[config.mk]
export PLATFORM = sky130hd
export DESIGN_NAME = lut3d_fifo
export DESIGN_NICKNAME = d
export VERILOG_FILES = /design/src/hdl/lut3d_pkg.sv /design/src/hdl/lut3d_fifo.sv
export SDC_FILE = /design/constraint.sdc
export NUM_CORES = 1
export LEC_CHECK = 0
export ABC_AREA = 1
export BUFFER_PORTS_ARGS = -buffer_cell sky130_fd_sc_hd__buf_2
export CORE_AREA = 2 2 110 134
export DETAILED_ROUTE_END_ITERATION = 7
export DIE_AREA = 0 0 112 136
export PLACE_DENSITY = 0.79
export SYNTH_ARGS = -nofsm -noshare
export SYNTH_HDL_FRONTEND = slang
export SYNTH_SLANG_ARGS = --single-unit
[constraint.sdc]
create_clock -name clk -period 4 [get_ports clk]
set_input_delay 0.6 -clock clk [delete_from_list [all_inputs] [get_ports clk]]
set_output_delay 0.6 -clock clk [all_outputs]
set_load 0.05 [all_outputs]
[src/hdl/lut3d_pkg.sv]
// Shared types, constants and helpers for the 3D LUT color grade unit.
`timescale 1ns / 1ps

package lut3d_pkg;

    localparam int MAX_GRID_DEF = 32;   // default grid points per axis
    localparam int QDEPTH       = 2;    // words between front and back

    localparam logic [16:0] ONE_Q16   = 17'h10000;
    localparam logic [7:0]  FULL_BYTE = 8'hFF;

    localparam logic MODE_WRITE = 1'b0;
    localparam logic MODE_PIXEL = 1'b1;

    localparam logic [1:0] REG_TABLE_SIZE = 2'd0;
    localparam logic [1:0] REG_BLEND      = 2'd1;
    localparam logic [1:0] REG_PREMULT    = 2'd2;

    typedef logic [16:0] q16_t;

    typedef struct packed {
        q16_t red;
        q16_t green;
        q16_t blue;
    } rgb_t;

    // One queued word: a table write or a pixel with normalized color.
    typedef struct packed {
        logic        pixel;
        logic [14:0] index;
        rgb_t        val;
        logic [7:0]  alpha;
        logic [7:0]  div;
    } lut3d_word_t;

    typedef enum logic [1:0] {
        F_IDLE,
        F_DIV,
        F_PUSH
    } front_state_t;

    typedef enum logic [2:0] {
        B_IDLE,
        B_POS,
        B_BASE,
        B_READ,
        B_DRAIN,
        B_LERP,
        B_MIX,
        B_OUT
    } back_state_t;

    function automatic q16_t sat_one(logic [16:0] v);
        return (v > ONE_Q16) ? ONE_Q16 : v;
    endfunction

endpackage

[src/hdl/lut3d_fifo.sv]
// Short word queue between front and back end.
`timescale 1ns / 1ps

module lut3d_fifo (
    input  logic                   clk,
    input  logic                   rst_n,
    input  logic                   push,
    input  lut3d_pkg::lut3d_word_t push_word,
    input  logic                   pop,
    output lut3d_pkg::lut3d_word_t head,
    output logic                   empty,
    output logic                   full
);
    import lut3d_pkg::*;

    localparam int PW = (QDEPTH > 1) ? $clog2(QDEPTH) : 1;
    localparam int CNTW = $clog2(QDEPTH + 1);

    lut3d_word_t     mem_reg [QDEPTH];
    logic [PW-1:0]   wr_ptr_reg;
    logic [PW-1:0]   rd_ptr_reg;
    logic [CNTW-1:0] count_reg;

    assign empty = (count_reg == CNTW'(0));
    assign full  = (count_reg == CNTW'(QDEPTH));
    assign head  = mem_reg[rd_ptr_reg];

    always_ff @(posedge clk or negedge rst_n)
    begin
        if (!rst_n)
        begin
            wr_ptr_reg <= '0;
            rd_ptr_reg <= '0;
            count_reg  <= '0;
        end
        else
        begin
            if (push)
            begin
                wr_ptr_reg <= (wr_ptr_reg == PW'(QDEPTH - 1)) ? '0 : wr_ptr_reg + 1'b1;
            end
            if (pop)
            begin
                rd_ptr_reg <= (rd_ptr_reg == PW'(QDEPTH - 1)) ? '0 : rd_ptr_reg + 1'b1;
            end
            if (push && !pop)
            begin
                count_reg <= count_reg + 1'b1;
            end
            else if (pop && !push)
            begin
                count_reg <= count_reg - 1'b1;
            end
        end
    end

    always_ff @(posedge clk)
    begin
        if (push)
        begin
            mem_reg[wr_ptr_reg] <= push_word;
        end
    end

endmodule

-- Word level (Yosys, flattened, before mapping)
Memories as Yosys holds them, arrays and structs flattened.
Cells that the tools add are included.
- word-level logic and storage cells: 21
- memories: 1
- bits in writable memories: 166
- bits in latches: 0
- ROM bits: 0
- bits in registers: 4
- bits of input ports: 87
- eq/ne operators: 1
- bitwise logic cells: 0
- reductions and logical operators: 6
- mux-type cells: 6
- shifts and indexed selects: 0
- multiply operators: 0
- $lt $le $gt $ge: 0
- div/mod/pow operators: 0
- add/subtract/negate cells: 4
- memory list (memory ; words ; width ; rd ports ; clocked after Yosys merged registers in ; wr ports ; line ; RTL):
    mem_reg ; 2 ; 83 ; 1 ; 0 ; 1 ; lut3d_fifo.sv:19 ; lut3d_word_t mem_reg [QDEPTH];
- operators with widths (kind ; count):
    $mux 1 ; 4
    $mux 2 ; 2
    $add 1x1->1 const B ; 2
    $add 2x1->2 const B ; 1
    $eq 2x2->1 const B ; 1
    $logic_and 1x1->1 ; 2
    $logic_not 1->1 ; 2
    $logic_not 2->1 ; 1
    $reduce_bool 2->1 ; 1
    $sub 2x1->2 const B ; 1

-- Depth between registers and ports, before layout
Gate-level depths: netlist of the first run.
- depth after elaboration: 4
- gate-level depth with buffers: 7
- depth with buffers taken out: 7

-- Least setup slack after synthesis of the first run
No wires, ideal clock.
- kind: input to register
- start point: input port push
- end point: memory mem_reg[0][0] in the netlist's numbering, enable pin
- setup time: 0.527 ns
- data arrival time: 4.117 ns
- slack: -0.644 ns
- cell stages on the path: 2
- path buffers: 0
- cells stage by stage: inv_1 nor2_1
- cells in the longest elaborated chain, start to end: 2
- RTL lines (what ; line ; RTL):
    start, declared ; lut3d_fifo.sv:7 ; input logic push,
    $mux 1 ; lut3d_fifo.sv:59 ; if (push)
    $mux 1 (implied by the code) ; lut3d_fifo.sv:61 ; mem_reg[wr_ptr_reg] <= push_word;
    end, declared ; lut3d_fifo.sv:19 ;
Every way passes these cells.

==> flow_metrics.tcl, run 1 <==
set metrics [dict create \
    drv_slew 0 \
    die_h_um 136 \
    clock.fmax_mhz 341 \
    worstSetupEndpointType "output pin" \
    cts_buffers 17 \
    max-clock-path-buffers 2 \
    drt_first_pass_iters 6 \
    layout-drive-gt1-share_pct 60.2 \
    clock_skew_ns 0.00678 \
    path_class "reg -> out" \
    grt_overflow 0 \
    clkSinkCount 170 \
    critPathSlowestCell "dfrtp_4" \
    place_congestion 0.674 \
    antenna_found_initial 0 \
    synth-warning-count 0 \
    post_cts_resized 0 \
    min_period_ns 2.93 \
    placed_cells 625 \
    clkTransAtPathRegs_ns 0.07 \
    htree_num_levels 4 \
    groute.layer.met2.usage_pct 26.5 \
    cp.required_ns 3.40 \
    ff2ff_setup_slack_ns 2.12 \
    finalSetupTns_ns 0 \
    fin_cells 657 \
    gr-max-usage-layer "met2" \
    synth_common_cells "edfxtp_1 (166), mux2_4 (60), mux2_2 (23)" \
    synth_ff_type "edfxtp_1" \
    diodes 0 \
    cts-root-buf "clkbuf_16" \
    yosysMostFrequentCell "edfxtp_1" \
    port_buffers 171 \
    synth_largest_area_cell "edfxtp_1" \
    cp.arrival_ns 2.33 \
    dp_slack_ns 1.47 \
    final_hold_viol_count 0 \
    power_density_nw_per_um2 844 \
    grt_use_met1_pct 16.4 \
    syn_avg_cell_area_um2 22.8 \
    die_area_um2 15200 \
    start_util_pct 45.8 \
    worstHoldPathType "in -> reg" \
    clock_latency_ns 0.40 \
    maxCapViolCount 0 \
    status "completed" \
    routed_wl_um 11100 \
    rr_startpoint "wr_ptr_reg" \
    start_kind "register" \
    synth_area_leaders "edfxtp_1 (77%), mux2_4 (14%), mux2_2 (4.0%)" \
    final.period_utilization_pct 73.2 \
    grt_pass1_vias 3402 \
    final_area_um2 8060 \
    viasPerCell 4.83 \
    grt_max_degree 53 \
    synth-edff-count 166 \
    drt-wirelength-per-cell_um 16.9 \
    final_nets 558 \
    yosys_register_bits 170 \
    p_leak_nw 3.23 \
    die_x_um 112 \
    gr-usage-all-layers_pct 14.6 \
    crit_fanout 52 \
    drcViolationCount 0 \
    min_to "mem_reg[0][57]" \
    core_um2 14100 \
    num_vias 3172 \
    drt_iter0_drc 135 \
    synth_nets 371 \
    critical_path.cell_chain "buf_12 -> mux2_4 -> buf_2" \
    whs_ns 0.379 \
    syn_area_um2 6440 \
    met3_usage_pct 4.55 \
    rows 48 \
    final.setup.worst_slack_ns 1.07 \
    hpwl_um 7660 \
    cp_slowest_stage_delay_ns 0.98 \
    ir_drop_mv 0.425 \
    slew_headroom_pct 37.5 \
    yosys.area.top_type_share_pct 77.4 \
    synth_cells 283 \
    area_growth_pct 25.1 \
    whs_path_depth 1 \
    async_flop_share_pct 2.35 \
    cts_tree "yes" \
    place_area_um2 7500 \
    largest_register_ffs 166 \
    worst_pin_slew_ns 0.936 \
    r2r_cells 3 \
    setup_viol 0 \
    reg2reg_to "mem_reg[1][46]" \
    grt_pass1_wl_um 17100 \
    seq_area_frac_synth_pct 79.0 \
    antenna_left 0 \
    hold_path.startpoint "push_word[57]" \
    rsz0062_at_grt "no" \
    io_pins 172 \
    synth.distinct_cells 14 \
]
[placed cells by master, fill, tap and decap left out, types with 2 or more instances in the layout]
cell type / count
xor2_1: 2
clkbuf_16: 17
buf_2: 171
mux2_4: 60
nor2_1: 2
buf_4: 3
mux2_2: 23
clkinvlp_4: 5
clkinv_1: 3
dfrtp_1: 3
nand2_1: 5
edfxtp_1: 166
inv_1: 6
inv_6: 4
buf_12: 2
[repair_timing]
item,4_1_cts,5_1_grt
hold buffers,1,0
buffers inserted,0,0
endpoints found under the hold margin,4,0
[report_power, final]
part           switching [mW]  total, mW  internal (mW)  leakage, nW
sequential              0.214       2.58           2.37         1.60
combinational            1.84       2.71          0.872         1.37
clock                   0.652       1.51          0.855        0.251
[critical path, delay by kind of cell, from the launching register on]
family,cells,cell delay (ns)
flip-flops,1,0.98
multiplexers,1,0.33
buffers and inverters,2,0.54
[cell families after synthesis]
family	after synthesis	synth area share, %
DFF	170	79.0
adders and majority gates	1	0.194
xor gates and xnor gates	3	0.408
and+or+nand+nor	10	0.641
buffers and inverters	16	1.79
muxes	83	18.0
[cell type report]
cell class,instances,area [µm²]
Tap cell,175,219
Clock inverter,14,123
Sequential cell,170,5090
Timing Repair Buffer,177,928
Clock buffer,17,425
Fill cell,1115,5990
Multi-Input combinational cell,97,1250
Inverter,7,27.5
[worst max-delay path by stage]
stage / cells after the start / from / slack, ns / endpoint
final: 3 / rd_ptr_reg / 1.07 / head[51]
after global routing: 3 / rd_ptr_reg / 0.97 / head[37]
after global placement: 3 / rd_ptr_reg / 1.50 / head[51]
after CTS: 3 / rd_ptr_reg / 1.03 / head[51]
after detailed placement: 3 / rd_ptr_reg / 1.47 / head[51]
after floorplan: 2 / push / 0.80 / mem_reg[0][0]
[through the flow]
step                      util (%)  total power, mW
final                         57.3             6.80
after global placement        53.4             5.32
after floorplan                  -             4.87
after CTS                     57.3             6.89
after detailed placement      53.4             5.37
after global routing          57.3             7.07
[per-layer routing]
layer  wire length [µm]  vias up
met4                163        0
met5                  0        -
met1               4280     1566
li1                   -     1480
met2               5970      114
met3                710       12
No activity file was read; power rests on OpenSTA's default activity.
==> inputs of run 2 (changes only) <==
==> constraint.sdc (replaced) <==
create_clock -name clk -period 2.65 [get_ports clk]
set_input_delay 0.3975 -clock clk [delete_from_list [all_inputs] [get_ports clk]]
set_output_delay 0.3975 -clock clk [all_outputs]
set_load 0.05 [all_outputs]
==> run 2 against run 1 <==
  * Critical path depth unchanged
  * Die area unchanged
  * Sequential cell count unchanged
  * Critical endpoint is now head[63]
  * Largest cell class unchanged
  * Largest power group unchanged
==> flow_metrics.tcl, run 2 (synthesized netlist as in run 1, its figures left out) <==
set metrics [dict create \
    power_mw 10.3 \
    place_congestion 0.692 \
    worst_pin_slew_ns 0.595 \
    grt_max_degree 45 \
    drt_iter0_drc 123 \
    drv_slew 0 \
    antenna_found_initial 1 \
    cts-root-buf "clkbuf_16" \
    port_buffers 171 \
    setup_viol 0 \
    cp.arrival_ns 1.94 \
    multi_input_area_um2 1250 \
    die_x_um 112 \
    htree_num_levels 4 \
    drcViolationCount 0 \
    maxCapViolCount 0 \
    hold_path.startpoint "push_word[67]" \
    finalSetupTns_ns 0 \
    clock.fmax_mhz 428 \
    clock_skew_ns 0.00320 \
    max-clock-path-buffers 2 \
    die_area_um2 15200 \
    antenna_left 0 \
    cts_tree "yes" \
    rows 48 \
    hpwl_um 7550 \
    path_class "reg -> out" \
    largest_register_ffs 166 \
    final_hold_viol_count 0 \
    crit_fanout 24 \
    cp.required_ns 2.25 \
    start_kind "register" \
    io_pins 172 \
    regArea_um2 5090 \
    clock_latency_ns 0.41 \
    final.period_utilization_pct 88.1 \
    start_util_pct 45.8 \
    p_leak_nw 3.25 \
    layout-drive-gt1-share_pct 59.5 \
    die_h_um 136 \
    layout_common_cells "buf_2 (171), edfxtp_1 (166), mux2_4 (60)" \
    grt_overflow 0 \
    area_growth_pct 25.6 \
    core_um2 14100 \
    rsz0062_at_grt "no" \
    drt-wirelength-per-cell_um 16.9 \
    status "completed" \
    rr_startpoint "wr_ptr_reg" \
    holdBufCountCts 1 \
    drt_first_pass_iters 4 \
    final_nets 561 \
    cts_buffers 17 \
    routed_wl_um 11200 \
    n_fill_cell 1100 \
    final_common_cell "buf_2" \
    worstSetupEndpointType "output pin" \
    worstHoldPathType "in -> reg" \
    clkSinkCount 170 \
    power_density_nw_per_um2 1280 \
    viasPerCell 4.79 \
    num_vias 3162 \
    slew_headroom_pct 60.3 \
    grt_pass1_wl_um 16900 \
    clkTransAtPathRegs_ns 0.06 \
    crit_path_start "rd_ptr_reg" \
    grt_pass1_vias 3365 \
    ir_drop_mv 0.777 \
    min_period_ns 2.34 \
    post_cts_resized 0 \
    post_cts_buffers 0 \
    gr-usage-all-layers_pct 14.8 \
]
run 2: path summary, 6_finish.rpt:
kind,end,slack (ns),cells past startpoint
setup / recovery,head[63],0.31,3
min in group asynchronous,count_reg[0],0.34,2
setup reg to reg,mem_reg[1][21],1.12,3
max in group asynchronous,rd_ptr_reg,2.17,2
hold / removal,mem_reg[0][67],0.17,1
hold reg to reg,count_reg[1],0.51,2
run 2: area by class of cell:
class / instances / share of cell area, %
Sequential cell: 170 / 62.9
Antenna cell: 1 / 0.0309
Clock buffer: 21 / 5.44
Tap cell: 175 / 2.71
Clock inverter: 9 / 1.24
Multi-Input combinational cell: 97 / 15.4
Inverter: 7 / 0.340
Timing Repair Buffer: 180 / 11.9
run 2: layer usage:
metal  global-route usage [%]  vias to the layer above  share of wire, %
met5                        0                        -                 0
met4                     5.28                        0               1.1
met3                     6.02                        9               7.2
met2                     26.0                      107                53
met1                     16.4                     1558                39
li1                         -                     1488                 -
run 2: where the power goes:
| part | leakage (nW) | internal (mW) | switching [mW] | total [mW] |
|---|---|---|---|---|
| Combinational | 1.39 | 1.35 | 2.90 | 4.25 |
| Sequential | 1.60 | 3.57 | 0.221 | 3.80 |
| Clock | 0.256 | 1.37 | 0.907 | 2.27 |
run 2: worst max-delay path: stages, from the launching register on:
cell and delay (ns):
dfrtp_4 0.67, buf_12 0.26, mux2_2 0.37, buf_2 0.21
run 2: stage by stage:
stage	worst slack, ns	instances	util, %	area, µm²	hold slack [ns]
detailed placement	0.713	628	53.6	7540	0.213
finish	0.315	660	57.6	8090	0.173
global route	0.222	659	57.5	8090	0.148
CTS	0.259	659	57.5	8090	0.148
global placement	0.725	628	53.6	7540	0.211
floorplan	0.134	283	-	6450	0.102
==> inputs of run 3 (changes only) <==
--- a/config.mk
+++ b/config.mk
@@ -6,7 +6,7 @@
 export NUM_CORES = 1
 export LEC_CHECK = 0
 export ABC_AREA = 1
-export BUFFER_PORTS_ARGS = -buffer_cell sky130_fd_sc_hd__buf_2
+export BUFFER_PORTS_ARGS = -buffer_cell sky130_fd_sc_hd__clkbuf_2
 export CORE_AREA = 2 2 110 134
 export DETAILED_ROUTE_END_ITERATION = 7
 export DIE_AREA = 0 0 112 136
==> run 3 against run 2 <==
  * Utilization is 0.071 points higher
  * Sequential cell count stayed put
  * Fmax is 2.5% higher
  * Routed wire length is 0.65% lower
  * Via count is 1.7% higher
  * Cell count stayed put
==> flow_metrics.tcl, run 3 (synthesized netlist as in run 1, its figures left out) <==
set metrics [dict create \
    status "completed" \
    drt_iter0_drc 130 \
    crit_fanout 59 \
    p_leak_nw 3.30 \
    antenna_found_initial 1 \
    clkSinkCount 170 \
    place_congestion 0.686 \
    dp_slack_ns 0.800 \
    finalSetupTns_ns 0 \
    gr-usage-all-layers_pct 14.6 \
    path_class "reg -> out" \
    cts_buffers 17 \
    drt_first_pass_iters 4 \
    htree_num_levels 4 \
    rows 48 \
    multi_input_area_um2 1250 \
    port_buffers 171 \
    antenna_left 0 \
    layout_common_cells "clkbuf_2 (171), edfxtp_1 (166), mux2_4 (60)" \
    final_nets 559 \
    final_common_cell "clkbuf_2" \
    fin_util_pct 57.6 \
    area_growth_pct 25.8 \
    final.setup.worst_slack_ns 0.371 \
    clock_latency_ns 0.41 \
    viasPerCell 4.87 \
    hpwl_um 7250 \
    die_area_um2 15200 \
    worstSetupEndpointType "output pin" \
    grt_overflow 0 \
    grt_pass1_vias 3495 \
    largest_register_ffs 166 \
    start_kind "register" \
    die_h_um 136 \
    gr-max-usage-layer "met2" \
    cts-root-buf "clkbuf_16" \
    clock.fmax_mhz 439 \
    num_vias 3217 \
    cp.required_ns 2.25 \
    groute.layer.met2.usage_pct 25.8 \
    met3_usage_pct 5.35 \
    clkTransAtPathRegs_ns 0.07 \
    layout-drive-gt1-share_pct 60.7 \
    regArea_um2 5090 \
    final_hold_viol_count 0 \
    drcViolationCount 0 \
    final.period_utilization_pct 86.0 \
    grt_max_degree 60 \
    rsz0062_at_grt "no" \
    io_pins 172 \
    grt_pass1_wl_um 16900 \
    setup_viol 0 \
    clock_skew_ns 0.00491 \
    ir_drop_mv 0.741 \
    cts_tree "yes" \
    die_x_um 112 \
    maxCapViolCount 0 \
    drt-wirelength-per-cell_um 16.8 \
    ff2ff_setup_slack_ns 1.14 \
    slew_headroom_pct 52.6 \
    drv_slew 0 \
    core_um2 14100 \
    worst_pin_slew_ns 0.711 \
    n_fill_cell 1066 \
    routed_wl_um 11100 \
    power_density_nw_per_um2 1290 \
    min_period_ns 2.28 \
    whs_ns 0.172 \
    start_util_pct 45.8 \
    grt_use_met1_pct 16.1 \
    cp.arrival_ns 1.88 \
    max-clock-path-buffers 2 \
    worstHoldPathType "in -> reg" \
]
-- run 3: cell types whose count changed in the layout (fill, tap and decap cells not counted), moves of 4 or more --
| cell | change |
|---|---|
| buf_2 | -171 |
| clkbuf_2 | +171 |
| clkbuf_1 | -4 |
| clkinv_4 | +4 |
-- run 3: path summary, 6_finish.rpt --
path / startpoint / end / depth (start not counted)
setup / recovery: rd_ptr_reg / head[68] / 3
hold / removal: push_word[82] / mem_reg[0][82] / 1
setup reg to reg: wr_ptr_reg / mem_reg[1][7] / 3
hold reg to reg: wr_ptr_reg / wr_ptr_reg / 1
max in group asynchronous: rst_n / rd_ptr_reg / 2
min in group asynchronous: rst_n / rd_ptr_reg / 2
-- run 3: area by class of cell --
type                    instances  area share, %
diodes                          1         0.0309
clock inverters                15           2.04
repair buffers                178           11.4
inverters                       7          0.340
clock buffers                  17           5.25
well taps                     175           2.70
multi-input cells              97           15.4
flip-flops and latches        170           62.8
-- run 3: repair_timing --
action | in CTS | in global routing
hold buffers | 1 | 0
setup buffers | 0 | 0
hold endpoints to repair | 4 | 0
gates resized for setup | 0 | 0
-- run 3: layer usage --
layer	up-vias	share of wire, %
li1	1485	-
met1	1594	38
met2	119	52
met3	19	7.1
met4	0	2.0
met5	-	0
-- run 3: worst max-delay path, stage by stage (launching register included) --
cell and delay (ns):
dfrtp_4 0.43, buf_12 0.37, mux2_2 0.40, clkbuf_2 0.24
-- run 3: report_power, final --
group          internal [mW]  switching [mW]
registers               3.58           0.145
logic                   1.29            3.01
clock network           1.41            1.02
total                   6.28            4.17
-- run 3: metrics by stage --
stage / area [µm²] / cells / power [mW]
floorplan: 6450 / 283 / 7.34
global placement: 7500 / 626 / 8.03
detailed placement: 7500 / 626 / 8.11
CTS: 8100 / 659 / 10.6
global route: 8100 / 659 / 10.8
finish: 8100 / 660 / 10.5
