===== src/hdl/lut3d_pkg.sv =====
// Shared types, constants and helpers for the 3D LUT color grade unit.
`timescale 1ns / 1ps

package lut3d_pkg;

    localparam int MAX_GRID_DEF = 32;   // default grid points per axis
    localparam int QDEPTH       = 2;    // words between front and back

    localparam logic [16:0] ONE_Q16   = 17'h10000;
    localparam logic [7:0]  FULL_BYTE = 8'hFF;

    localparam logic MODE_WRITE = 1'b0;
    localparam logic MODE_PIXEL = 1'b1;

    localparam logic [1:0] REG_TABLE_SIZE = 2'd0;
    localparam logic [1:0] REG_BLEND      = 2'd1;
    localparam logic [1:0] REG_PREMULT    = 2'd2;

    typedef logic [16:0] q16_t;

    typedef struct packed {
        q16_t red;
        q16_t green;
        q16_t blue;
    } rgb_t;

    // One queued word: a table write or a pixel with normalized color.
    typedef struct packed {
        logic        pixel;
        logic [14:0] index;
        rgb_t        val;
        logic [7:0]  alpha;
        logic [7:0]  div;
    } lut3d_word_t;

    typedef enum logic [1:0] {
        F_IDLE,
        F_DIV,
        F_PUSH
    } front_state_t;

    typedef enum logic [2:0] {
        B_IDLE,
        B_POS,
        B_BASE,
        B_READ,
        B_DRAIN,
        B_LERP,
        B_MIX,
        B_OUT
    } back_state_t;

    function automatic q16_t sat_one(logic [16:0] v);
        return (v > ONE_Q16) ? ONE_Q16 : v;
    endfunction

endpackage


===== src/hdl/lut3d_front.sv =====
// Front end: saturates table entries, un-premultiplies or normalizes pixels.
`timescale 1ns / 1ps

module lut3d_front (
    input  logic               clk,
    input  logic               rst_n,
    input  logic               start,
    input  logic               mode,
    input  logic [14:0]        entry_index,
    input  logic [16:0]        entry_red,
    input  logic [16:0]        entry_green,
    input  logic [16:0]        entry_blue,
    input  logic [7:0]         pix_alpha,
    input  logic [7:0]         pix_red,
    input  logic [7:0]         pix_green,
    input  logic [7:0]         pix_blue,
    input  logic               premult,
    input  logic               fifo_full,
    output logic               busy,
    output logic               push,
    output lut3d_pkg::lut3d_word_t push_word
);
    import lut3d_pkg::*;

    front_state_t state_reg, state_next;
    logic [2:0]   step_reg;
    logic [7:0]   div_reg;
    logic [7:0]   alpha_reg;
    logic [15:0]  lo_sr_reg;
    logic [7:0]   rem_reg [3];
    logic [15:0]  q_reg [3];
    logic         sat_reg [3];
    logic [7:0]   pix_in [3];
    logic [7:0]   d_in;
    logic [9:0]   dstep [3];
    q16_t         u [3];

    // two restoring quotient bits per call
    function automatic logic [9:0] div_step2(logic [7:0] rem, logic [7:0] d,
                                             logic [1:0] bits);
        logic [8:0] r;
        logic       q1;
        logic       q0;
        r = {rem, bits[1]};
        q1 = (r >= {1'b0, d});
        if (q1)
        begin
            r = r - {1'b0, d};
        end
        r = {r[7:0], bits[0]};
        q0 = (r >= {1'b0, d});
        if (q0)
        begin
            r = r - {1'b0, d};
        end
        return {r[7:0], q1, q0};
    endfunction

    assign pix_in[0] = pix_red;
    assign pix_in[1] = pix_green;
    assign pix_in[2] = pix_blue;
    assign d_in = (premult && (pix_alpha != 8'd0)) ? pix_alpha : FULL_BYTE;

    always_comb
    begin
        for (int i = 0; i < 3; i++)
        begin
            dstep[i] = div_step2(rem_reg[i], div_reg, lo_sr_reg[15:14]);
            u[i] = sat_reg[i] ? ONE_Q16 : {1'b0, q_reg[i]};
        end
    end

    // next state
    always_comb
    begin
        state_next = state_reg;
        unique case (state_reg)
            F_IDLE:
            begin
                if (start && !busy && (mode == MODE_PIXEL))
                begin
                    state_next = F_DIV;
                end
            end
            F_DIV:
            begin
                if (step_reg == 3'd7)
                begin
                    state_next = F_PUSH;
                end
            end
            F_PUSH:
            begin
                if (!fifo_full)
                begin
                    state_next = F_IDLE;
                end
            end
            default: state_next = F_IDLE;
        endcase
    end

    // outputs
    always_comb
    begin
        busy = (state_reg != F_IDLE) || fifo_full;
        push = 1'b0;
        push_word.pixel     = 1'b1;
        push_word.index     = entry_index;
        push_word.val.red   = u[0];
        push_word.val.green = u[1];
        push_word.val.blue  = u[2];
        push_word.alpha     = alpha_reg;
        push_word.div       = div_reg;
        unique case (state_reg)
            F_IDLE:
            begin
                push = start && !fifo_full && (mode == MODE_WRITE);
                push_word.pixel     = 1'b0;
                push_word.val.red   = sat_one(entry_red);
                push_word.val.green = sat_one(entry_green);
                push_word.val.blue  = sat_one(entry_blue);
            end
            F_DIV:  push = 1'b0;
            F_PUSH: push = !fifo_full;
            default: push = 1'b0;
        endcase
    end

    always_ff @(posedge clk or negedge rst_n)
    begin
        if (!rst_n)
        begin
            state_reg <= F_IDLE;
            step_reg  <= 3'd0;
        end
        else
        begin
            state_reg <= state_next;
            step_reg  <= (state_reg == F_DIV) ? step_reg + 3'd1 : 3'd0;
        end
    end

    always_ff @(posedge clk)
    begin
        if (state_reg == F_IDLE)
        begin
            div_reg   <= d_in;
            alpha_reg <= pix_alpha;
            lo_sr_reg <= 16'(d_in - 8'd1);
            for (int i = 0; i < 3; i++)
            begin
                rem_reg[i] <= pix_in[i];
                sat_reg[i] <= (pix_in[i] >= d_in);
                q_reg[i]   <= 16'd0;
            end
        end
        else if (state_reg == F_DIV)
        begin
            lo_sr_reg <= {lo_sr_reg[13:0], 2'b00};
            for (int i = 0; i < 3; i++)
            begin
                rem_reg[i] <= dstep[i][9:2];
                q_reg[i]   <= {q_reg[i][13:0], dstep[i][1:0]};
            end
        end
    end

endmodule


===== config.mk =====
export PLATFORM = sky130hd
export DESIGN_NAME = lut3d_front
export DESIGN_NICKNAME = d
export VERILOG_FILES = /design/src/hdl/lut3d_pkg.sv /design/src/hdl/lut3d_front.sv
export SDC_FILE = /design/constraint.sdc
export NUM_CORES = 1
export LEC_CHECK = 0
export ABC_AREA = 1
export BUFFER_PORTS_ARGS = -buffer_cell sky130_fd_sc_hd__buf_2
export CAP_MARGIN = 15
export CORE_MARGIN = 1
export CORE_UTILIZATION = 59
export CTS_CLUSTER_SIZE = 8
export DETAILED_ROUTE_END_ITERATION = 7
export HOLD_SLACK_MARGIN = 0.02
export PLACE_DENSITY = 0.91
export SLEW_MARGIN = 0
export SYNTH_ARGS = -nofsm -noshare
export SYNTH_HDL_FRONTEND = slang
export SYNTH_SLANG_ARGS = --single-unit
export TNS_END_PERCENT = 50

===== constraint.sdc =====
create_clock -name clk -period 10.2 [get_ports clk]
set_clock_uncertainty 0.05 [all_clocks]
set_input_delay 0.51 -clock clk [delete_from_list [all_inputs] [get_ports clk]]
set_output_delay 0.51 -clock clk [all_outputs]
set_load 0.005 [all_outputs]

* Word level (Yosys, flattened, before mapping)
Memories as Yosys holds them, arrays and structs flattened.
Index checks and enable logic that the tools add are counted.
** Storage, ports and cells
- Flip-flop bits (word level) :: 37
- Latch bits :: 0
- Bits in writable memories :: 75
- ROM bits :: 0
- Bits of input ports :: 104
- Logic and storage cells :: 88
- Memories kept :: 3
** Memories
- q_reg :: depth 3, width 16, rd ports 3, clocked after Yosys merged registers in 0, write ports 3, line lut3d_front.sv:31 : logic [15:0] q_reg [3];
- rem_reg :: depth 3, width 8, rd ports 3, clocked after Yosys merged registers in 0, write ports 3, line lut3d_front.sv:30 : logic [7:0] rem_reg [3];
- sat_reg :: depth 3, width 1, rd ports 3, clocked after Yosys merged registers in 0, write ports 3, line lut3d_front.sv:32 : logic sat_reg [3];
** Cells by class
- Add/sub/neg operators :: 8
- $mul :: 0
- Div/mod/pow operators :: 0
- $lt $le $gt $ge :: 12
- Equality and inequality tests :: 6
- Shift-type cells :: 0
- Mux-type cells :: 34
- Bitwise logic cells :: 7
- Reductions and logical operators :: 13
** Operators by type and width (number)
- $mux 17 :: 6
- $mux 16 :: 5
- $mux 8 :: 10
- $ge 9x8->1 :: 6
- $gt 17x17->1 const B :: 3
- $mux 51 :: 1
- $sub 8x8->8 :: 6
- $ge 8x8->1 :: 3
- $sub 8x1->9 const B :: 1
- $reduce_bool 8->1 :: 1
- $mux 1 :: 6
- $mux 2 :: 3
- $ne 2x2->1 const B :: 3
- $or 1x1->1 :: 6
- $pmux 2 s3 :: 1
- $logic_and 1x1->1 :: 5
- $reduce_bool 2->1 :: 2
- $add 3x1->3 const B :: 1
- $eq 3x3->1 const B :: 1
- $mux 3 :: 1
- $reduce_and 3->1 :: 1
- $eq 2x1->1 const B :: 1
- $eq 2x2->1 const B :: 1
- $logic_not 1->1 :: 2
- 4 further kinds :: 4

* Longest topological paths before layout
Gate-level depths: netlist of the first run.
- Word-level depth :: 7
- Mapped depth :: 22

* Least setup slack after synthesis of the first run
No wires, ideal clock.
- Path type :: flip-flop to flip-flop
- Start :: reg div_reg[1]
- End :: mem q_reg[2][0], in the netlist q_reg[0][32], data pin
- Library setup time :: 250 ps
- Arrival time :: 3078 ps
- Required time :: 9900 ps
- Setup slack :: 6822 ps
- Stages on the path, launching flop included :: 20
- Clock period less this slack :: 3378 ps
- Cells stage by stage :: edfxtp_1 inv_1 ha_1 nand2_1 nor2_1 nand2_1 nor2_1 nor2_2 nand2_4 buf_8 o21ai_1 inv_1 ha_1 a21oi_1 nand2_1 a21o_1 nand2_1 nand3_2 nand2_1 inv_1
** RTL lines
- from (decl) :: line lut3d_front.sv:27 : logic [7:0] div_reg;
- from (signal assigned) :: line lut3d_front.sv:148 : div_reg <= d_in;
- to (decl) :: line lut3d_front.sv:31

==> flow_metrics.env, run 1 <==
export IMPL_cts_tree="built"
export IMPL_fmax_mhz=255
export IMPL_grt_pass1_vias=8177
export IMPL_htreeDepth=3
export IMPL_ant_nets=0
export IMPL_hold_path_class="in -> reg"
export IMPL_cts_buffers=9
export IMPL_grt_overflow=0
export IMPL_drive_gt1_frac=0.184
export IMPL_cts_sinks=112
export IMPL_die_w_um=124
export IMPL_nFillCells=1129
export IMPL_cp_start_kind="flip-flop"
export IMPL_ctsResizeCount=0
export IMPL_routed_via_density=5.83
export IMPL_ctsHoldBuffers=1
export IMPL_power_mw=3.94
export IMPL_clk_pin_slew_ns=0.08
export IMPL_drv_slew=0
export IMPL_syn_area_sq_um=8840
export IMPL_dp_cells=1424
export IMPL_status="finished clean"
export IMPL_synthCells=1118
export IMPL_crit_required_ns=10.38
export IMPL_routed_wl_um=23900
export IMPL_ys_async_sr_fraction=0.0446
export IMPL_vdd_drop_max_uv=232
export IMPL_yosysUniqueCellTypes=46
export IMPL_finalCritPeriodShare=0.385
export IMPL_diodes=0
export IMPL_num_io_pins=189
export IMPL_hold_violations=0
export IMPL_utilization=0.685
export IMPL_avgSynthCellArea_sq_um=7.91
export IMPL_post_cts_buffers=0
export IMPL_grt_first_pass_wirelength_um=38700
export IMPL_path_max_fanout=15
export IMPL_insertion_delay_ns=0.36
export IMPL_relSlewSlack=0.303
export IMPL_dp_hpwl_um=17800
export IMPL_synth_fp_nets=1299
export IMPL_vias=8406
export IMPL_grt_usage=0.311
export IMPL_setup_viol=0
export IMPL_worstSetupPathType="reg -> reg"
export IMPL_fin_nets=1435
export IMPL_start_util=0.606
export IMPL_die_y_um=124
export IMPL_ys_warn_count=0
export IMPL_synth_edf_count=107
export IMPL_firstDrtPassIters=6
export IMPL_total_leakage_power_nw=5.11
export IMPL_wl_per_cell_um=16.6
export IMPL_ys_ff_latch=112
export IMPL_port_buffers=158
export IMPL_worst_pin_slew_ns=1.03
export IMPL_seq_area_frac_synth=0.378
export IMPL_synth_ff_type="edfxtp_1"
export IMPL_drc=0
export IMPL_crit_arrival_ns=4.10
export IMPL_largest_register_ffs=48
export IMPL_final_cells=1443
export IMPL_synthToLayoutAreaGrowth_pct=13.1
export IMPL_fin_crit_ns=3.93
export IMPL_endpoint_kind="flip-flop"
export IMPL_drtIter0Drc=978
export IMPL_antenna_found_initial=0
export IMPL_setup_tns_ns=0
export IMPL_cts_buffer_depth=2
export IMPL_rsz0062_at_grt="false"
export IMPL_gp_congestion=0.977
export IMPL_maxCapViolations=0
export IMPL_fp_coreArea_sq_um=14600
export IMPL_cts_root_buf="clkbuf_16"
export IMPL_grt_max_degree=72
export IMPL_placementRows=44
export IMPL_power_density_nw_per_um2=394
export IMPL_dieArea_sq_um=15500
## metal layers
| metal | GRT usage | vias up | wire length [um] |
|---|---|---|---|
| met4 | 0.144 | 0 | 903 |
| met2 | 0.517 | 451 | 11400 |
| met5 | 0 | - | 0 |
| li1 | - | 3986 | - |
| met3 | 0.0584 | 75 | 2190 |
| met1 | 0.391 | 3894 | 9420 |
## synth_stat cells, types with 7 or more instances
cell type,instances,area [sq um]
nand2_4,10,113
edfxtp_1,107,3210
o21ai_1,13,65.1
nor2_1,98,368
xnor2_1,16,140
o21ai_0,17,85.1
nand2_2,13,81.3
buf_4,15,113
nand3_1,96,480
nand4_1,27,169
inv_1,185,694
a21oi_1,47,235
ha_1,71,888
nand2_1,259,972
o32ai_1,22,193
clkbuf_1,17,63.8
xor2_1,9,78.8
o22ai_1,7,43.8
nand3b_1,16,120
## final timing paths
kind,slack [ns],from,depth (start not counted),endpoint
max,6.27,div_reg[1]$_DFFE_PP_,19,rem_reg[0][18]$_DFFE_PP_
min,0.29,pix_alpha[0],1,alpha_reg[0]$_DFFE_PP_
max reg2reg,6.27,div_reg[1]$_DFFE_PP_,19,rem_reg[0][18]$_DFFE_PP_
min reg2reg,0.41,step_reg[0]$_DFF_PN0_,1,step_reg[0]$_DFF_PN0_
max in group asynchronous,9.51,rst_n,2,step_reg[0]$_DFF_PN0_
min in group asynchronous,0.45,rst_n,2,state_reg[0]$_DFFE_PN0P_
## kinds of logic (layout without fill, tap and decap cells)
| logic type | Yosys count | after routing | synth area share |
|---|---|---|---|
| AO/OA/AOI/OAI | 133 | 133 | 0.0965 |
| flip-flops | 112 | 112 | 0.378 |
| AND/OR/NAND/NOR | 540 | 540 | 0.281 |
| adder cells (fa/ha/maj) | 77 | 77 | 0.114 |
| XOR/XNOR | 25 | 25 | 0.0248 |
| buffers and inverters | 231 | 372 | 0.106 |
## area by class of cell
class	instances	area (sq um)	share of cell area
multi-input combinational	775	4570	0.457
timing repair buffer	164	843	0.0843
clock buffer	11	233	0.0233
tap	184	230	0.0230
sequential	112	3340	0.334
clock inverter	5	62.6	0.00626
inverter	192	722	0.0722
## report_power, final
| part | switching, mW | internal [mW] | total, mW | leakage (nW) |
|---|---|---|---|---|
| Sequential | 0.0874 | 0.796 | 0.884 | 1.25 |
| Clock | 0.168 | 0.193 | 0.362 | 0.142 |
| Combinational | 1.72 | 0.972 | 2.69 | 3.72 |
## critical path, cell delays in order, from the launching register on
cell and delay, ns:
edfxtp_1 0.39, inv_1 0.52, ha_1 0.37, nand2_1 0.07
nor2_1 0.05, nand2_1 0.08, nand3_2 0.10, nand2_2 0.11
nand2_4 0.13, o21ai_1 0.22, inv_1 0.07, ha_1 0.34
a21oi_1 0.17, o21ai_0 0.11, a21o_1 0.20, nand2_1 0.25
nand3_2 0.27, nand2_1 0.13, nand3_1 0.09, nand2_1 0.07
## placed cells by master (no fill, tap or decap), drive strengths merged
cell	instances
a21o	3
dlygate4sd3	1
nor2	106
o2111ai	2
o41ai	1
nor4	4
o32ai	22
edfxtp	107
xor2	9
a31oi	1
o211ai	1
a21oi	51
nand3	99
nand4	28
inv	192
nor3	5
bufinv	1
dfrtp	5
o21ba	1
nand3b	16
o21bai	2
xnor2	16
fa	6
ha	71
o21a	2
clkinv	3
o31ai	5
nand2	282
a21boi	2
clkbuf	11
o21ai	33
buf	163
o22ai	7
clkinvlp	1
## through the flow
step | cell area (sq um) | hold WS [ns] | setup WS (ns)
2_1_floorplan | 8840 | 0.164 | 6.82
4_1_cts | 9980 | 0.285 | 6.27
3_3_place_gp | 9670 | 0.279 | 6.51
5_1_grt | 10000 | 0.292 | 5.92
6_report | 10000 | 0.291 | 6.27
3_5_place_dp | 9670 | 0.281 | 6.35
Power figures use the tool's default switching activity.
==> run 2: changes to the inputs <==
--- a/config.mk
+++ b/config.mk
@@ -5,15 +5,15 @@
 export SDC_FILE = /design/constraint.sdc
 export NUM_CORES = 1
 export LEC_CHECK = 0
-export ABC_AREA = 1
+export ABC_AREA = 0
 export BUFFER_PORTS_ARGS = -buffer_cell sky130_fd_sc_hd__buf_2
 export CAP_MARGIN = 15
 export CORE_MARGIN = 1
-export CORE_UTILIZATION = 59
+export CORE_UTILIZATION = 50
 export CTS_CLUSTER_SIZE = 8
 export DETAILED_ROUTE_END_ITERATION = 7
 export HOLD_SLACK_MARGIN = 0.02
-export PLACE_DENSITY = 0.91
+export PLACE_DENSITY = 0.84
 export SLEW_MARGIN = 0
 export SYNTH_ARGS = -nofsm -noshare
 export SYNTH_HDL_FRONTEND = slang
==> constraint.sdc (replaced) <==
create_clock -name clk -period 3.5 [get_ports clk]
set_clock_uncertainty 0.05 [all_clocks]
set_input_delay 0.175 -clock clk [delete_from_list [all_inputs] [get_ports clk]]
set_output_delay 0.175 -clock clk [all_outputs]
set_load 0.005 [all_outputs]
==> run 2 against run 1 <==
Against the previous run: the run now ends with negative setup slack left; die area increased by 9.7%; critical endpoint is now rem_reg[0][11]$_DFFE_PP_; final area increased by 14%; core utilization increased by 2.5 points; first-iteration DRC count decreased by 1.6%; hold slack got worse by 0.26 ns; total power increased to 3.7 times the previous value; sequential share of layout area decreased by 4.0 points; global-route usage increased by 1.4 points; register-to-register slack got worse by 7.1 ns.
==> flow_metrics.env, run 2 <==
export IMPL_status="finished with violations"
export IMPL_failed_checks="negative setup slack"
export IMPL_setup_tns_ns=-15.57
export IMPL_cp_start_kind="flip-flop"
export IMPL_drv_slew=0
export IMPL_rsz0062_at_grt="true"
export IMPL_comb_power_share=0.749
export IMPL_p_int_mw=8.24
export IMPL_worstSetupPathType="reg -> reg"
export IMPL_die_w_um=130
export IMPL_seq_area_frac_synth=0.406
export IMPL_worst_r2r_path_depth=17
export IMPL_crit_path_start="div_reg[7]$_DFFE_PP_"
export IMPL_grt_max_degree=47
export IMPL_dp_slack_ns=-0.682
export IMPL_synth_most_common_cell="edfxtp_1"
export IMPL_relSlewSlack=0.303
export IMPL_dieArea_sq_um=17000
export IMPL_clk_pin_slew_ns=0.08
export IMPL_vdd_drop_max_uv=871
export IMPL_final_cells=1347
export IMPL_synth_edf_count=107
export IMPL_timing_rr_end="rem_reg[0][11]$_DFFE_PP_"
export IMPL_gp_congestion=0.970
export IMPL_die_y_um=130
export IMPL_cts_root_buf="clkbuf_16"
export IMPL_power_mw=14.7
export IMPL_htreeDepth=3
export IMPL_cts_buffer_depth=2
export IMPL_cts_buffers=9
export IMPL_yosys_top_cells_area="edfxtp_1, ha_1, a22o_1"
export IMPL_fp_coreArea_sq_um=16000
export IMPL_grt_pass1_vias=7970
export IMPL_fmax_mhz=232
export IMPL_crit_required_ns=3.57
export IMPL_p_sw_frac=0.440
export IMPL_ys_async_sr_fraction=0.0446
export IMPL_cts_sinks=112
export IMPL_drtIter0Drc=962
export IMPL_utilization=0.711
export IMPL_wl_per_cell_um=22.4
export IMPL_num_io_pins=189
export IMPL_place_area_sq_um=10200
export IMPL_r2r_start="div_reg[7]$_DFFE_PP_"
export IMPL_routed_via_density=6.31
export IMPL_maxCapViolations=0
export IMPL_fin_nets=1307
export IMPL_synthToLayoutAreaGrowth_pct=38.2
export IMPL_worst_pin_slew_ns=1.04
export IMPL_hold_path_class="in -> reg"
export IMPL_finalCritPeriodShare=1.23
export IMPL_start_util=0.514
export IMPL_layout_commonest_cell="buf_4"
export IMPL_total_leakage_power_nw=5.28
export IMPL_ys_ff_latch=112
export IMPL_antenna_found_initial=0
export IMPL_hp_start="pix_alpha[2]"
export IMPL_insertion_delay_ns=0.37
export IMPL_drc=0
export IMPL_ys_warn_count=0
export IMPL_grt_overflow=0
export IMPL_avgSynthCellArea_sq_um=10.2
export IMPL_firstDrtPassIters=6
export IMPL_fin_crit_ns=4.30
export IMPL_vias=8504
export IMPL_ant_nets=0
export IMPL_yosys_area_top_type="edfxtp_1"
export IMPL_netlist_top_cells_count="edfxtp_1, nand2_1, ha_1"
export IMPL_whs_ns=0.0311
export IMPL_placementRows=46
export IMPL_synth_top_cell_area_share=0.390
export IMPL_port_buffers=158
export IMPL_path_max_fanout=7
export IMPL_fin_ws_ns=-0.805
export IMPL_dp_hpwl_um=19400
export IMPL_switchingPower_mw=6.46
export IMPL_largest_register_ffs=48
export IMPL_synth_fp_nets=991
export IMPL_routed_wl_um=30200
export IMPL_setup_viol=27
export IMPL_grt_usage=0.325
export IMPL_p_seq_frac=0.182
export IMPL_r2r_slack_ns=-0.80
export IMPL_endpoint_kind="flip-flop"
export IMPL_power_frac_clock=0.069
export IMPL_design_area_sq_um=11400
export IMPL_final_cell_mix="buf_4, buf_2, edfxtp_1"
export IMPL_worstSetupEndpoint="rem_reg[0][11]$_DFFE_PP_"
export IMPL_crit_arrival_ns=4.37
export IMPL_synthCells=810
export IMPL_dp_cells=1286
export IMPL_yosysUniqueCellTypes=70
export IMPL_syn_area_sq_um=8230
export IMPL_grt_first_pass_wirelength_um=41800
export IMPL_synth_ff_type="edfxtp_1"
export IMPL_power_density_nw_per_um2=1290
export IMPL_diodes=0
export IMPL_cts_tree="built"
export IMPL_hold_violations=0
export IMPL_drive_gt1_frac=0.416
## run 2: power groups by stage
stage	Sequential [mW]	Combinational (mW)	Clock, mW
final	2.68	11.0	1.01
after CTS	2.62	9.52	1.00
after global routing	2.72	11.7	1.05
after global placement	2.62	8.41	0
after floorplan	2.51	5.30	0
after detailed placement	2.64	8.59	0
## run 2: layer usage
metal / share of wire / wire, um / vias up / track usage
met2: 0.47 / 14200 / 574 / 0.539
li1: - / - / 3694 / -
met5: 0 / 0 / - / 0
met3: 0.095 / 2870 / 201 / 0.0644
met4: 0.069 / 2080 / 0 / 0.178
met1: 0.37 / 11000 / 4035 / 0.399
## run 2: cells by family (layout without fill, tap and decap cells)
| logic type | Yosys count | count (layout) | synth area share |
|---|---|---|---|
| simple gates | 274 | 274 | 0.175 |
| compound gates | 226 | 226 | 0.202 |
| flops | 112 | 112 | 0.406 |
| buf+inv | 79 | 400 | 0.0455 |
| fa+ha+maj | 77 | 77 | 0.123 |
| xor+xnor | 22 | 22 | 0.0234 |
| mux | 20 | 20 | 0.0261 |
## run 2: worst min-delay path by stage
stage | slack, ns | cells after the start | endpoint
global placement | -0.06 | 1 | state_reg[0]$_DFFE_PN0P_
finish | 0.03 | 1 | alpha_reg[2]$_DFFE_PP_
global route | 0.04 | 1 | alpha_reg[2]$_DFFE_PP_
CTS | 0.02 | 1 | alpha_reg[2]$_DFFE_PP_
floorplan | -0.17 | 0 | state_reg[0]$_DFFE_PN0P_
detailed placement | -0.06 | 1 | state_reg[0]$_DFFE_PN0P_
## run 2: final cells by class
cell class,count,area (sq um)
tap,216,270
fill,1108,4630
inverter,33,131
clock inverter,6,42.5
clock buffer,10,229
timing repair buffer,351,2310
sequential,112,3340
multi-input combinational,619,5050
## run 2: repair_timing
| item | 4_1_cts | 5_1_grt |
|---|---|---|
| endpoints found under the setup margin | 27 | 30 |
| hold endpoints to repair | 10 | 0 |
| gates resized for setup | 70 | 45 |
| setup buffers | 24 | 14 |
| hold buffers | 7 | 0 |
| gates cloned | 0 | 0 |
| pin swaps | 30 | 20 |
## run 2: worst max-delay path, cell delays in order (launching register included)
cell and delay (ns):
edfxtp_1 0.41, inv_2 0.15, buf_4 0.24, ha_1 0.36, nor3_4 0.11, a31oi_4 0.24
nand2_4 0.11, mux2_4 0.35, ha_4 0.28, o21a_1 0.22, o31a_1 0.25, o31a_1 0.21
o21a_1 0.18, o21ai_2 0.08, buf_6 0.14, buf_4 0.15, and3_1 0.18, o31a_1 0.30
==> run 3: changes to the inputs <==
--- a/config.mk
+++ b/config.mk
@@ -6,7 +6,7 @@
 export NUM_CORES = 1
 export LEC_CHECK = 0
 export ABC_AREA = 0
-export BUFFER_PORTS_ARGS = -buffer_cell sky130_fd_sc_hd__buf_2
+export BUFFER_PORTS_ARGS = -buffer_cell sky130_fd_sc_hd__buf_4
 export CAP_MARGIN = 15
 export CORE_MARGIN = 1
 export CORE_UTILIZATION = 50
==> run 3 against run 2 <==
Against the previous run: the run still ends with negative setup slack left; register-to-register slack worse by 0.12 ns; first-iteration DRC count shrank 23%; die area did not move; non-clock buffer count fell by 7; global-route usage shrank 0.34 points; setup slack worse by 0.12 ns; sequential share of layout area shrank 0.99 points; count of clock-buffer cells in the layout shrank 1; core utilization up 2.5 points; critical endpoint is now rem_reg[0][8]$_DFFE_PP_.
==> flow_metrics.env, run 3 (synthesis gave the netlist of run 2 again) <==
export IMPL_status="finished with violations"
export IMPL_failed_checks="negative setup slack"
export IMPL_drive_gt1_frac=0.407
export IMPL_power_density_nw_per_um2=1260
export IMPL_total_leakage_power_nw=5.37
export IMPL_dieArea_sq_um=17000
export IMPL_rsz0062_at_grt="true"
export IMPL_cts_buffers=9
export IMPL_diodes=0
export IMPL_fp_coreArea_sq_um=16000
export IMPL_routed_wl_um=30500
export IMPL_fin_nets=1300
export IMPL_relSlewSlack=0.276
export IMPL_maxCapViolations=0
export IMPL_port_buffers=158
export IMPL_worstSetupPathType="reg -> reg"
export IMPL_design_area_sq_um=11800
export IMPL_vdd_drop_max_uv=776
export IMPL_htreeDepth=3
export IMPL_fin_crit_ns=4.43
export IMPL_vias=8465
export IMPL_drtIter0Drc=745
export IMPL_grt_overflow=0
export IMPL_layout_commonest_cell="buf_4"
export IMPL_whs_ns=0.0181
export IMPL_num_io_pins=189
export IMPL_firstDrtPassIters=6
export IMPL_synthToLayoutAreaGrowth_pct=43.0
export IMPL_fmax_mhz=226
export IMPL_die_w_um=130
export IMPL_place_area_sq_um=10600
export IMPL_hold_violations=0
export IMPL_antenna_found_initial=1
export IMPL_wl_per_cell_um=22.8
export IMPL_placementRows=46
export IMPL_insertion_delay_ns=0.37
export IMPL_drc=0
export IMPL_ant_nets=0
export IMPL_grt_first_pass_wirelength_um=40900
export IMPL_cts_sinks=112
export IMPL_largest_register_ffs=48
export IMPL_cts_buffer_depth=2
export IMPL_dp_cells=1280
export IMPL_fin_ws_ns=-0.929
export IMPL_worst_pin_slew_ns=1.08
export IMPL_routed_via_density=6.32
export IMPL_die_y_um=130
export IMPL_hold_path_class="in -> reg"
export IMPL_nFillCells=1000
export IMPL_clk_pin_slew_ns=0.08
export IMPL_final_cell_mix="buf_4, edfxtp_1, nand2_1"
export IMPL_crit_required_ns=3.60
export IMPL_grt_pass1_vias=7898
export IMPL_grt_usage=0.322
export IMPL_gp_congestion=0.965
export IMPL_endpoint_kind="flip-flop"
export IMPL_grt_max_degree=52
export IMPL_dp_hpwl_um=19300
export IMPL_drv_slew=0
export IMPL_regArea_sq_um=3340
export IMPL_multiInputGateArea_sq_um=5030
export IMPL_final_cells=1340
export IMPL_setup_viol=27
export IMPL_crit_arrival_ns=4.53
export IMPL_start_util=0.514
export IMPL_cts_tree="built"
export IMPL_finalCritPeriodShare=1.27
export IMPL_cp_start_kind="flip-flop"
export IMPL_path_max_fanout=6
export IMPL_power_mw=14.9
export IMPL_cts_root_buf="clkbuf_16"
-- run 3: changes by cell type in the layout (fill, tap and decap cells not counted), sizes merged --
| cell | delta |
|---|---|
| buf | -11 |
| bufinv | +1 |
| clkbuf | -1 |
| clkinv | -1 |
| dlygate4sd3 | +4 |
| inv | +1 |
-- run 3: where the power goes --
part	total [mW]	switching [mW]	internal [mW]
Combinational	11.1	5.57	5.48
Clock	1.11	0.541	0.572
Sequential	2.69	0.377	2.31
Total	14.9	6.49	8.36
-- run 3: final timing paths --
kind	cells past startpoint	slack, ns	endpoint	start
worst max-delay path	17	-0.93	rem_reg[0][8]$_DFFE_PP_	div_reg[7]$_DFFE_PP_
worst min-delay path	3	0.02	state_reg[0]$_DFFE_PN0P_	mode
worst max register to register	17	-0.93	rem_reg[0][8]$_DFFE_PP_	div_reg[7]$_DFFE_PP_
worst min register to register	1	0.39	step_reg[0]$_DFF_PN0_	step_reg[0]$_DFF_PN0_
max in group asynchronous	2	3.22	step_reg[2]$_DFF_PN0_	rst_n
min in group asynchronous	2	0.08	state_reg[0]$_DFFE_PN0P_	rst_n
-- run 3: layout make-up --
type | instances | area share
multi-input combinational | 619 | 0.428
clock inverter | 7 | 0.00734
inverter | 33 | 0.0112
sequential | 112 | 0.284
timing repair buffer | 344 | 0.228
clock buffer | 9 | 0.0191
tap | 216 | 0.0230
-- run 3: timing repair --
action,4_1_cts,5_1_grt
pin swaps,18,22
hold buffers,11,0
hold endpoints to repair,15,0
resized for setup,72,45
setup buffers,22,13
endpoints found under the setup margin,27,30
-- run 3: layer usage --
metal	up-vias	wire (um)	global-route usage
met5	-	0	0
met3	191	2780	0.0595
met2	588	14800	0.551
met1	4010	10900	0.379
met4	0	1980	0.187
li1	3676	-	-
-- run 3: worst max-delay path, stage by stage (launching register included) --
cell and delay [ns]:
edfxtp_1 0.41, inv_1 0.10, buf_4 0.21, ha_1 0.31, nor3_2 0.37, a31oi_4 0.09, nand2_2 0.17, mux2_4 0.36
ha_4 0.23, o21a_1 0.18, o31a_1 0.13, o31a_1 0.34, o21a_1 0.22, o21ai_1 0.15, buf_4 0.16, buf_4 0.14
nand4_1 0.31, o221ai_2 0.29
-- run 3: metrics by stage --
stage                util  setup WS (ns)  TNS (ns)
floorplan               -         -0.744    -12.81
global placement    0.661         -0.636    -12.90
detailed placement  0.661         -0.700    -14.57
CTS                 0.717         -0.543     -9.81
global route        0.736         -0.962    -18.72
finish              0.736         -0.929    -14.93
